<file path="config.mk">
export PLATFORM = sky130hd
export DESIGN_NAME = radix_digit_formatter
export DESIGN_NICKNAME = d
export VERILOG_FILES = /design/src/rtl/rdf_pkg.sv /design/src/rtl/rdf_alpha_check.sv /design/src/rtl/rdf_divider.sv /design/src/rtl/radix_digit_formatter.sv
export SDC_FILE = /design/constraint.sdc
export NUM_CORES = 1
export LEC_CHECK = 0
export BUFFER_PORTS_ARGS = -buffer_cell sky130_fd_sc_hd__buf_2
export CORE_ASPECT_RATIO = 0.7
export CORE_MARGIN = 10
export CORE_UTILIZATION = 25
export CTS_BUF_LIST = sky130_fd_sc_hd__clkbuf_8
export CTS_CLUSTER_SIZE = 10
export DETAILED_ROUTE_END_ITERATION = 6
export HOLD_SLACK_MARGIN = 0.1
export PLACE_DENSITY = 0.39
export SYNTH_ARGS = -nofsm -noshare
export SYNTH_HDL_FRONTEND = slang
export SYNTH_SLANG_ARGS = --single-unit
</file>
<file path="constraint.sdc">
create_clock -name clk_i -period 14.13 [get_ports clk_i]
set_input_delay 0.7065 -clock clk_i [delete_from_list [all_inputs] [get_ports clk_i]]
set_output_delay 0.7065 -clock clk_i [all_outputs]
set_load 0.02 [all_outputs]
</file>
<file path="src/rtl/rdf_pkg.sv">
// shared constants, types and helpers for the radix digit formatter
package rdf_pkg;

  localparam int unsigned MAX_RADIX   = 16;
  localparam int unsigned VALUE_BITS  = 64;
  localparam int unsigned STORE_DEPTH = 64;
  localparam int unsigned NUM_SYMS    = 16;
  localparam int unsigned SYM_W       = 8;
  localparam int unsigned RADIX_W     = 5;
  localparam int unsigned CFG_W       = 64;
  localparam int unsigned CFG_IDX_W   = 2;
  localparam int unsigned REM_W       = $clog2(MAX_RADIX);
  localparam int unsigned SYM_IDX_W   = $clog2(NUM_SYMS);
  localparam int unsigned STORE_IDX_W = $clog2(STORE_DEPTH);
  localparam int unsigned COUNT_W     = $clog2(STORE_DEPTH + 1);
  // quotient bits retired per clock in the divider
  localparam int unsigned STEP_BITS   = 4;
  localparam int unsigned STEPS       = VALUE_BITS / STEP_BITS;
  localparam int unsigned STEP_CNT_W  = (STEPS > 1) ? $clog2(STEPS) : 1;

  localparam logic [CFG_IDX_W-1:0] REG_RADIX    = 2'd0;
  localparam logic [CFG_IDX_W-1:0] REG_SYMS_LOW = 2'd1;
  localparam logic [CFG_IDX_W-1:0] REG_SYMS_HI  = 2'd2;

  localparam logic [RADIX_W-1:0] RADIX_RESET    = 5'd10;
  localparam logic [CFG_W-1:0]   SYMS_LOW_RESET = 64'h3736_3534_3332_3130;
  localparam logic [CFG_W-1:0]   SYMS_HI_RESET  = 64'h0000_0000_0000_4539;

  localparam logic [SYM_W-1:0] CH_PLUS  = 8'h2B;
  localparam logic [SYM_W-1:0] CH_MINUS = 8'h2D;
  localparam logic [SYM_W-1:0] CH_ZERO  = 8'h30;
  localparam logic [SYM_W-1:0] PRINT_LO = 8'd32;
  localparam logic [SYM_W-1:0] PRINT_HI = 8'd126;

  typedef logic [NUM_SYMS*SYM_W-1:0] alphabet_t;

  typedef struct packed {
    logic load;   // capture a new dividend
    logic start;  // run one division pass on the held quotient
  } div_ctl_t;

  typedef struct packed {
    logic             busy;
    logic             done;
    logic             quot_zero;
    logic [REM_W-1:0] rem;
  } div_stat_t;

  typedef struct packed {
    logic done;
    logic ok;
  } chk_stat_t;

  function automatic logic [SYM_W-1:0] alpha_byte(alphabet_t syms,
                                                  logic [SYM_IDX_W-1:0] idx);
    alpha_byte = syms[idx*SYM_W +: SYM_W];
  endfunction

endpackage

</file>
<file path="src/rtl/rdf_alpha_check.sv">
// sequential alphabet checker, one symbol against all later symbols below the radix per clock
module rdf_alpha_check (
  input  logic               clk_i,
  input  logic               rst_ni,
  input  logic               start_i,
  input  logic [4:0]         radix_i,
  input  rdf_pkg::alphabet_t syms_i,
  output rdf_pkg::chk_stat_t stat_o
);
  import rdf_pkg::*;

  logic                 busy_q, busy_d;
  logic                 done_q, done_d;
  logic                 ok_q, ok_d;
  logic [SYM_IDX_W-1:0] idx_q, idx_d;
  logic [SYM_W-1:0]     cur;
  logic                 bad_sym;
  logic                 dup;
  logic                 last_idx;
  logic                 radix_bad;

  assign cur       = alpha_byte(syms_i, idx_q);
  assign radix_bad = (radix_i < RADIX_W'(2)) || (radix_i > RADIX_W'(MAX_RADIX));
  assign last_idx  = (RADIX_W'(idx_q) + RADIX_W'(1)) == radix_i;
  assign bad_sym   = (cur == CH_PLUS) || (cur == CH_MINUS) ||
                     (cur < PRINT_LO) || (cur > PRINT_HI);

  always_comb begin
    dup = 1'b0;
    for (int unsigned j = 0; j < NUM_SYMS; j++) begin
      if ((SYM_IDX_W'(j) > idx_q) && (RADIX_W'(j) < radix_i) &&
          (alpha_byte(syms_i, SYM_IDX_W'(j)) == cur)) begin
        dup = 1'b1;
      end
    end
  end

  always_comb begin
    busy_d = busy_q;
    done_d = 1'b0;
    ok_d   = ok_q;
    idx_d  = idx_q;
    if (start_i) begin
      idx_d = '0;
      if (radix_bad) begin
        done_d = 1'b1;
        ok_d   = 1'b0;
      end else begin
        busy_d = 1'b1;
      end
    end else if (busy_q) begin
      if (bad_sym || dup) begin
        busy_d = 1'b0;
        done_d = 1'b1;
        ok_d   = 1'b0;
      end else if (last_idx) begin
        busy_d = 1'b0;
        done_d = 1'b1;
        ok_d   = 1'b1;
      end else begin
        idx_d = idx_q + SYM_IDX_W'(1);
      end
    end
  end

  always_ff @(posedge clk_i or negedge rst_ni) begin
    if (!rst_ni) begin
      busy_q <= 1'b0;
      done_q <= 1'b0;
      ok_q   <= 1'b0;
      idx_q  <= '0;
    end else begin
      busy_q <= busy_d;
      done_q <= done_d;
      ok_q   <= ok_d;
      idx_q  <= idx_d;
    end
  end

  assign stat_o.done = done_q;
  assign stat_o.ok   = ok_q;

endmodule

</file>
<file path="src/rtl/rdf_divider.sv">
// digit-serial divider by the radix, STEP_BITS quotient bits per clock
module rdf_divider (
  input  logic                            clk_i,
  input  logic                            rst_ni,
  input  rdf_pkg::div_ctl_t               ctl_i,
  input  logic [rdf_pkg::VALUE_BITS-1:0]  value_i,
  input  logic [4:0]                      radix_i,
  output rdf_pkg::div_stat_t              stat_o
);
  import rdf_pkg::*;

  logic [VALUE_BITS-1:0] quot_q, quot_d;
  logic [REM_W-1:0]      rem_q, rem_d;
  logic [STEP_CNT_W-1:0] step_q, step_d;
  logic                  busy_q, busy_d;
  logic                  done_q, done_d;
  logic [VALUE_BITS-1:0] qs;
  logic [REM_W-1:0]      r;
  logic [RADIX_W-1:0]    t;

  // restoring division, quotient bits shift in as dividend bits shift out
  always_comb begin
    qs = quot_q;
    r  = rem_q;
    t  = '0;
    for (int unsigned i = 0; i < STEP_BITS; i++) begin
      t  = RADIX_W'({r, qs[VALUE_BITS-1]});
      qs = {qs[VALUE_BITS-2:0], 1'b0};
      if (t >= radix_i) begin
        qs[0] = 1'b1;
        t     = t - radix_i;
      end
      r = t[REM_W-1:0];
    end
  end

  always_comb begin
    quot_d = quot_q;
    rem_d  = rem_q;
    step_d = step_q;
    busy_d = busy_q;
    done_d = 1'b0;
    if (ctl_i.load) begin
      quot_d = value_i;
    end else if (ctl_i.start) begin
      rem_d  = '0;
      step_d = '0;
      busy_d = 1'b1;
    end else if (busy_q) begin
      quot_d = qs;
      rem_d  = r;
      step_d = step_q + STEP_CNT_W'(1);
      if (step_q == STEP_CNT_W'(STEPS - 1)) begin
        busy_d = 1'b0;
        done_d = 1'b1;
      end
    end
  end

  always_ff @(posedge clk_i or negedge rst_ni) begin
    if (!rst_ni) begin
      quot_q <= '0;
      rem_q  <= '0;
      step_q <= '0;
      busy_q <= 1'b0;
      done_q <= 1'b0;
    end else begin
      quot_q <= quot_d;
      rem_q  <= rem_d;
      step_q <= step_d;
      busy_q <= busy_d;
      done_q <= done_d;
    end
  end

  assign stat_o.busy      = busy_q;
  assign stat_o.done      = done_q;
  assign stat_o.quot_zero = (quot_q == '0);
  assign stat_o.rem       = rem_q;

endmodule

</file>
<file path="src/rtl/radix_digit_formatter.sv">
// top level: unsigned value to symbol string in a configurable radix
// One value is taken at a time. The alphabet check walks the symbols in turn
// (at most 16), each digit costs one division pass (4 quotient bits per clock
// over the 64-bit quotient), and each digit is then read from the digit store
// and sent through the output register. A zero value or a rejected alphabet
// gives one beat after the check. The next value is taken once the last beat
// of a run sits in the output register.
module radix_digit_formatter (
  input  logic                           clk_i,
  input  logic                           rst_ni,
  input  logic                           s_axis_tvalid,
  output logic                           s_axis_tready,
  input  logic [rdf_pkg::VALUE_BITS-1:0] s_axis_tdata,  // [63:0] value
  output logic                           m_axis_tvalid,
  input  logic                           m_axis_tready,
  output logic [rdf_pkg::SYM_W-1:0]      m_axis_tdata,  // [7:0] symbol
  output logic                           m_axis_tlast,  // last
  output logic                           m_axis_tuser,  // [0] invalid
  input  logic                           cfg_we_i,
  input  logic [rdf_pkg::CFG_IDX_W-1:0]  cfg_idx_i,
  input  logic [rdf_pkg::CFG_W-1:0]      cfg_wdata_i
);
  import rdf_pkg::*;

  localparam logic [2:0] ST_IDLE    = 3'd0;
  localparam logic [2:0] ST_CHECK   = 3'd1;
  localparam logic [2:0] ST_DIV     = 3'd2;
  localparam logic [2:0] ST_EMIT_RD = 3'd3;
  localparam logic [2:0] ST_EMIT_WR = 3'd4;
  localparam logic [2:0] ST_ONE     = 3'd5;

  logic [RADIX_W-1:0]     radix_q;
  logic [CFG_W-1:0]       syms_lo_q;
  logic [CFG_W-1:0]       syms_hi_q;
  alphabet_t              syms;

  logic [2:0]             state_q, state_d;
  logic [COUNT_W-1:0]     cnt_q, cnt_d;
  logic [STORE_IDX_W-1:0] rd_idx_q, rd_idx_d;
  logic [REM_W-1:0]       digit_mem [STORE_DEPTH];
  logic [REM_W-1:0]       rdata_q;
  logic                   mem_we;

  logic                   one_inv_q, one_inv_d;

  logic                   out_valid_q, out_valid_d;
  logic [SYM_W-1:0]       out_sym_q, out_sym_d;
  logic                   out_last_q, out_last_d;
  logic                   out_inv_q, out_inv_d;
  logic                   out_free;

  logic                   accept;
  logic                   chk_start;
  chk_stat_t              chk_stat;
  div_ctl_t               div_ctl;
  div_stat_t              div_stat;

  assign syms     = {syms_hi_q, syms_lo_q};
  assign accept   = s_axis_tvalid && s_axis_tready;
  assign out_free = !out_valid_q || m_axis_tready;

  always_ff @(posedge clk_i or negedge rst_ni) begin
    if (!rst_ni) begin
      radix_q   <= RADIX_RESET;
      syms_lo_q <= SYMS_LOW_RESET;
      syms_hi_q <= SYMS_HI_RESET;
    end else if (cfg_we_i) begin
      case (cfg_idx_i)
        REG_RADIX:    radix_q   <= cfg_wdata_i[RADIX_W-1:0];
        REG_SYMS_LOW: syms_lo_q <= cfg_wdata_i;
        REG_SYMS_HI:  syms_hi_q <= cfg_wdata_i;
        default:      ;
      endcase
    end
  end

  rdf_alpha_check u_check (
    .clk_i   (clk_i),
    .rst_ni  (rst_ni),
    .start_i (chk_start),
    .radix_i (radix_q),
    .syms_i  (syms),
    .stat_o  (chk_stat)
  );

  rdf_divider u_div (
    .clk_i   (clk_i),
    .rst_ni  (rst_ni),
    .ctl_i   (div_ctl),
    .value_i (s_axis_tdata),
    .radix_i (radix_q),
    .stat_o  (div_stat)
  );

  always_comb begin
    state_d     = state_q;
    cnt_d       = cnt_q;
    rd_idx_d    = rd_idx_q;
    one_inv_d   = one_inv_q;
    chk_start   = 1'b0;
    div_ctl     = '0;
    mem_we      = 1'b0;
    out_valid_d = out_valid_q && !m_axis_tready;
    out_sym_d   = out_sym_q;
    out_last_d  = out_last_q;
    out_inv_d   = out_inv_q;
    case (state_q)
      ST_IDLE: begin
        if (accept) begin
          div_ctl.load = 1'b1;
          chk_start    = 1'b1;
          state_d      = ST_CHECK;
        end
      end
      ST_CHECK: begin
        if (chk_stat.done) begin
          if (!chk_stat.ok) begin
            one_inv_d = 1'b1;
            state_d   = ST_ONE;
          end else if (div_stat.quot_zero) begin
            one_inv_d = 1'b0;
            state_d   = ST_ONE;
          end else begin
            cnt_d         = '0;
            div_ctl.start = 1'b1;
            state_d       = ST_DIV;
          end
        end
      end
      ST_DIV: begin
        if (div_stat.done) begin
          mem_we = 1'b1;
          cnt_d  = cnt_q + COUNT_W'(1);
          if (!div_stat.quot_zero && (cnt_q != COUNT_W'(STORE_DEPTH - 1))) begin
            div_ctl.start = 1'b1;
          end else begin
            rd_idx_d = cnt_q[STORE_IDX_W-1:0];
            state_d  = ST_EMIT_RD;
          end
        end
      end
      ST_EMIT_RD: begin
        state_d = ST_EMIT_WR;
      end
      ST_EMIT_WR: begin
        if (out_free) begin
          out_valid_d = 1'b1;
          out_sym_d   = alpha_byte(syms, SYM_IDX_W'(rdata_q));
          out_last_d  = (rd_idx_q == '0);
          out_inv_d   = 1'b0;
          if (rd_idx_q == '0) begin
            state_d = ST_IDLE;
          end else begin
            rd_idx_d = rd_idx_q - STORE_IDX_W'(1);
            state_d  = ST_EMIT_RD;
          end
        end
      end
      ST_ONE: begin
        if (out_free) begin
          out_valid_d = 1'b1;
          out_sym_d   = one_inv_q ? '0 : CH_ZERO;
          out_last_d  = 1'b1;
          out_inv_d   = one_inv_q;
          if (!one_inv_q) begin
            cnt_d = COUNT_W'(1);
          end
          state_d = ST_IDLE;
        end
      end
      default: begin
        state_d = ST_IDLE;
      end
    endcase
  end

  always_ff @(posedge clk_i or negedge rst_ni) begin
    if (!rst_ni) begin
      state_q     <= ST_IDLE;
      cnt_q       <= '0;
      rd_idx_q    <= '0;
      one_inv_q   <= 1'b0;
      out_valid_q <= 1'b0;
    end else begin
      state_q     <= state_d;
      cnt_q       <= cnt_d;
      rd_idx_q    <= rd_idx_d;
      one_inv_q   <= one_inv_d;
      out_valid_q <= out_valid_d;
    end
  end

  always_ff @(posedge clk_i) begin
    out_sym_q  <= out_sym_d;
    out_last_q <= out_last_d;
    out_inv_q  <= out_inv_d;
  end

  // digit store, least significant digit at entry 0
  always_ff @(posedge clk_i) begin
    if (mem_we) begin
      digit_mem[cnt_q[STORE_IDX_W-1:0]] <= div_stat.rem;
    end
    rdata_q <= digit_mem[rd_idx_q];
  end

  assign s_axis_tready = (state_q == ST_IDLE);
  assign m_axis_tvalid = out_valid_q;
  assign m_axis_tdata  = out_sym_q;
  assign m_axis_tlast  = out_last_q;
  assign m_axis_tuser  = out_inv_q;

  a_accept_to_check: assert property (@(posedge clk_i) disable iff (!rst_ni)
    accept |=> (state_q == ST_CHECK))
    else $error("accepted value did not start the alphabet check");

  a_invalid_beat: assert property (@(posedge clk_i) disable iff (!rst_ni)
    (m_axis_tvalid && m_axis_tuser) |-> (m_axis_tlast && (m_axis_tdata == '0)))
    else $error("invalid beat must be a lone last beat with symbol zero");

  a_div_count: assert property (@(posedge clk_i) disable iff (!rst_ni)
    (state_q == ST_DIV) |-> (cnt_q < COUNT_W'(STORE_DEPTH)))
    else $error("digit count ran past the store depth");

  a_last_digit_out: assert property (@(posedge clk_i) disable iff (!rst_ni)
    ((state_q == ST_EMIT_WR) && out_free && (rd_idx_q == '0))
      |=> (m_axis_tvalid && m_axis_tlast && (state_q == ST_IDLE)))
    else $error("final digit did not close the run");

  a_div_only_in_div: assert property (@(posedge clk_i) disable iff (!rst_ni)
    div_stat.busy |-> (state_q == ST_DIV))
    else $error("divider running outside the division phase");

endmodule

</file>
### After elaboration in Yosys (flattened, before gate mapping)

Memory sizes are Yosys's and may differ from the RTL's. A register that Yosys moved wholly into a read port is not among the register bits.
Cells that the tools add are included.

* register bits after elaboration: 242
* bits in latches: 0
* RAM bits: 256
* memory bits (read-only): 0
* input bits: 135
* output and inout port bits: 12
* word-level logic and storage cells: 290
* memories: 1

* add/subtract/negate cells: 9
* $mul: 0
* div/mod/pow operators: 0
* $lt $le $gt $ge: 40
* equal/unequal tests: 44
* shift-type cells: 2
* mux-type cells: 105
* bitwise operators: 1
* reduce and logical (&&, ||, !) cells: 68

Memories
* digit_mem: depth 64, width 4, rd ports 1, clocked after Yosys merged registers in 1, wr ports 1, line radix_digit_formatter.sv:40 `logic [REM_W-1:0] digit_mem [STORE_DEPTH];`

Operators by type and width (count)
* $shiftx 128x8->8: 2
* $mux 64: 3
* $eq 8x8->1: 16
* $logic_not 64->1: 1
* $mux 1: 61
* $mux 4: 12
* $mux 7: 6
* $lt 4x5->1 const A: 8
* $logic_and 1x1->1: 35
* $gt 4x4->1 const A: 8
* $mux 6: 5
* $mux 3: 8
* $ne 2x2->1 const B: 11
* $pmux 7 s3: 1
* $ge 5x5->1: 4
* $lt 3x5->1 const A: 4
* $pmux 3 s6: 1
* $eq 8x6->1 const B: 2
* $gt 3x4->1 const A: 4
* $mux 8: 2
* $pmux 8 s2: 1
* $sub 4x4->4: 4
* $pmux 6 s2: 1
* $reduce_and 3->1: 4
* 36 further kinds: 65

### Depth between registers and ports, before layout

* depth after elaboration: 23
* gate-level depth with buffers: 40
* mapped depth without buffers: 38

### By module

Synthesis repeated with hierarchy kept, for this count alone.

* cells, all modules: 1895
* area total of the unflattened synthesis: 25582.0 um2

By module, submodules not included
* radix_digit_formatter: times used 1, cells an instance 1040, area each 17760.8 um2, sequential area each 11892.7 um2
* rdf_divider: times used 1, cells an instance 448, area each 4346.7 um2, sequential area each 1851.8 um2
* rdf_alpha_check: times used 1, cells an instance 407, area each 3474.6 um2, sequential area each 175.2 um2

### Least setup slack after synthesis

OpenSTA, ideal clock, no wires.

* kind: register to register
* from: register u_div.rem_q[0]
* to: register u_div.rem_q[1]
* setup time: 0.095 ns
* data arrival time: 7.374 ns
* data required time: 14.035 ns
* path slack: 6.662 ns
* stages on the path, launching flop included: 35
* buffers on the path: 1
* period minus slack after synthesis: 7.468 ns
* path through: dfrtp_1 ha_1 nor2b_1 o21ai_0 nand3b_1 a21o_1 a21o_1 mux2_2 inv_1 ha_1 nor2b_1 o21ai_0 nand3b_1 a21o_1 a21o_1 clkbuf_1 o21ai_0 inv_1 ha_1 nor2b_1 o21ai_0 nand2b_1 a31o_2 a21o_1 a21o_1 o21ai_0 inv_1 ha_1 o21ai_0 a21boi_0 o21ai_0 nand2b_1 a21oi_1 mux2_2 a211oi_1

* cells in the longest elaborated chain, start to end: 10
* elaborated cells on any way between the ends: 14
* those cells by class: add/sub (4); order compare (4); mux (6)

Ends and longest elaborated chain
* start, declared: line rdf_divider.sv:13 `logic [REM_W-1:0] rem_q, rem_d;`
* start signal, assigned: line rdf_divider.sv:69 `rem_q <= rem_d;`
* $sub 4x4->4 or $ge 5x5->1 (tied branches): line rdf_divider.sv:31, rdf_divider.sv:29
* $mux 4 (*): line rdf_divider.sv:29 `if (t >= radix_i) begin`
* $sub 4x4->4 or $ge 5x5->1 (tied branches): line rdf_divider.sv:31, rdf_divider.sv:29
* $mux 4 (*): line rdf_divider.sv:29
* $ge 5x5->1 or $sub 4x4->4 (tied branches): line rdf_divider.sv:29, rdf_divider.sv:31
* $mux 4 (*): line rdf_divider.sv:29
* $sub 4x4->4 or $ge 5x5->1 (tied branches): line rdf_divider.sv:31, rdf_divider.sv:29
* $mux 4 (*): line rdf_divider.sv:29
* $mux 4 (*): line rdf_divider.sv:49 `end else if (busy_q) begin`
* $mux 4 (*): line rdf_divider.sv:45 `end else if (ctl_i.start) begin`

Mark *: on every way between the ends. The rest lies on a longest branch, timed or not. The select of a mux whose other input is x is not followed.
A chain may end at the register's enable or synchronous reset.

### Final worst setup path

* from: register radix_q[1]
* to: register u_div.rem_q[1]

* cells in the longest elaborated chain, start to end: 10
* elaborated cells on any way between the ends: 14
* those cells by class: add/sub (4); order compare (4); mux (6)

Ends and longest elaborated chain
* start, declared: line radix_digit_formatter.sv:32 `logic [RADIX_W-1:0] radix_q;`
* start signal, assigned: line radix_digit_formatter.sv:69 `REG_RADIX: radix_q <= cfg_wdata_i[RADIX_W-1:0];`
* $sub 4x4->4 or $ge 5x5->1 (tied branches): line rdf_divider.sv:31, rdf_divider.sv:29
* $mux 4: line rdf_divider.sv:29
* $sub 4x4->4 or $ge 5x5->1 (tied branches): line rdf_divider.sv:31, rdf_divider.sv:29
* $mux 4: line rdf_divider.sv:29
* $ge 5x5->1 or $sub 4x4->4 (tied branches): line rdf_divider.sv:29, rdf_divider.sv:31
* $mux 4: line rdf_divider.sv:29
* $sub 4x4->4 or $ge 5x5->1 (tied branches): line rdf_divider.sv:31, rdf_divider.sv:29
* $mux 4 (*): line rdf_divider.sv:29
* $mux 4 (*): line rdf_divider.sv:49
* $mux 4 (*): line rdf_divider.sv:45

Marked as above.

==> flow_summary.toml <==
[status]
status = "finished clean"

[yosys]
syn-cell-area_mm2 = 0.0255
synth_area_leader_cell = "edfxtp_1"
syn_inst = 1866
async_reset_ff_frac = 0.462
synth_cell_types = 83
synth_edf_count = 266
yosysTopAreaCellShare = 0.313
ys_warn_count = 0
synth.avg_cell_area_um2 = 13.7
seq_area_frac_synth = 0.546
ys.flop_type = "edfxtp_1"
synth_fp_nets = 2033
synthTopCellsByArea = "edfxtp_1, dfrtp_1, mux4_2"
ys_ff_latch = 502

[timing]
layout_setup_ws_ps = 5890
setup_violations = 0
period_minus_slack_ps = 8240
rsz0062_at_grt = "false"
finalSetupTns_ps = 0
fmax_ghz = 0.121
hold_viol_final = 0
slew_violations = 0
finalClockSkew_ps = 48.1
worstMarginPinSlew_ps = 1160
period_share = 0.583
holdWs_ps = 174
slew_headroom = 0.227

[place]
dpl_worst_slack_ps = 5870
gp_congestion = 0.848
portBuffers = 146
hpwl_mm = 59.0
dp.cells = 3254
dpl-instance-area_mm2 = 0.0275

[worst_setup_path]
reg2reg_depth = 34
worstPathRequired_ps = 14780
reg2reg_from = "radix_q[1]"
cp_common_cell = "o21ai_0"
r2r_slack_ps = 5890
max_stage_delay_ps = 720
critPathLaunch = "radix_q[1]"
critPathKind = "reg2reg"
crit_path_top_delay_cell = "dfstp_2"
startpoint_type = "register"
crit_fanout = 12
crit_path_end_kind = "register"
worstPathArrival_ps = 8890
endpoint = "u_div.rem_q[1]"
r2r-end = "u_div.rem_q[1]"

[global_routing]
grt_pass1_wl_mm = 124
grt_max_degree = 110
antenna_found_initial = 6
grt_pass1_vias = 17400
overflow = 0
groute.usage.overall = 0.142

[final_layout]
mostFrequentLayoutCell = "edfxtp_1"
fin_util = 0.293
final_cells = 3440
fillers = 10200
nets = 2195
drive_above_1_share = 0.302
stdcell_area_mm2 = 0.0295
most-common-layout-cells = "edfxtp_1, dfrtp_1, mux2_2, buf_2, mux4_2"
area_growth_pct = 15.6

[clocking]
clock_path_buffers = 3
cts_setup_buffers = 0
cts-hold-fix-buffers = 19
cts_resized = 0
cts_sinks = 502
cts_tree = "done"
cts_made_buffers = 89
ctsRootBufferMaster = "clkbuf_8"
clk_latency_ps = 760
clk_pin_slew_ps = 60
htreeDepth = 3

[detailed_routing]
drc = 0
wl_per_cell_um = 24.2
wirelength_mm = 83.3
drtAntennaViolNets = 0
avgViaCountPerCell = 4.90
drtPass1Iterations = 5
num_vias = 16800
drt-initial-drc-count = 1404

[power]
power.density_mw_per_mm2 = 202
p_leak_nw = 10.9
ir_worst_vdd_mv = 0.166
power.total_mw = 5.96

[die]
die_w_um = 402
die_area_mm2 = 0.115
die_h_um = 287
start_util = 0.253
placeableCoreArea_mm2 = 0.101
io_pins = 147
num_rows = 97

[min_path]
hp-class = "in2reg"

[flow_run]
drv_cap = 0
area by class of cell:
class / instances / area, um2 / area share
antenna: 2 / 5.00 / 0.000170
clock buffer: 93 / 1280 / 0.0434
clock inverter: 72 / 458 / 0.0155
inverter: 25 / 93.8 / 0.00318
multi-input combinational: 1216 / 10900 / 0.369
sequential: 502 / 13900 / 0.473
tap: 1336 / 1670 / 0.0567
timing repair buffer: 194 / 1150 / 0.0390
critical path: cells and delay by family (launching register included):
family | cells | cell delay [ps]
multiplexers | 2 | 740
adder cells (fa/ha/maj) | 4 | 1210
AND/OR/NAND/NOR | 7 | 810
buffers and inverters | 4 | 530
flip-flops | 1 | 720
AO/OA/AOI/OAI | 17 | 4110
cell usage after synthesis (28+ instances only):
library cell and instances:
edfxtp_1 266, dfrtp_1 195, mux2_2 145, mux4_2 129, nor2_1 121, nand2_1 118, mux2i_1 111, o21ai_0 107
xnor2_1 92, clkbuf_1 78, a21oi_1 43, dfstp_2 37, ha_1 28
metal layers:
layer / wire length, um / vias up / track usage
met4: 1630 / 4 / 0.0340
met3: 5660 / 121 / 0.0432
li1: - / 7447 / -
met5: 26 / - / 0
met2: 33400 / 530 / 0.193
met1: 42600 / 8741 / 0.216
report_power, final:
group	leakage (nW)	total (mW)	switching, mW	internal (mW)
Combinational	4.76	2.40	1.34	1.06
Sequential	5.11	2.20	0.353	1.85
Clock	0.984	1.36	0.667	0.693
Total	10.9	5.96	2.36	3.60
logic make-up (layout without fill, tap and decap cells):
logic type      count (synthesis)  count (layout)  synth area share
buf+inv                       148             384            0.0279
compound gates                262             262            0.0663
other cells                     0               2                 0
simple gates                  416             416            0.0789
xor+xnor                      119             119            0.0409
fa+ha+maj                      32              32            0.0169
mux                           387             387             0.223
flops                         502             502             0.546
state kept, by name, summed over array words and instances, names as in the netlist, 5 cells and up:
name / cells
cnt_q: 7
digit_mem: 256
m_axis_tdata: 8
radix_q: 5
rd_idx_q: 6
syms_hi_q: 64
syms_lo_q: 64
u_div.quot_q: 64
worst min-delay path by stage:
stage / endpoint / depth (start not counted) / start
2_1_floorplan: cnt_q[0] / 0 / rst_ni
3_3_place_gp: u_div.step_q[3] / 2 / u_div.step_q[3]
3_5_place_dp: one_inv_q / 2 / one_inv_q
4_1_cts: u_div.quot_q[52] / 3 / s_axis_tdata[52]
5_1_grt: u_div.quot_q[62] / 3 / s_axis_tdata[62]
6_report: u_div.quot_q[33] / 3 / s_axis_tdata[33]
Power figures use the tool's default switching activity.
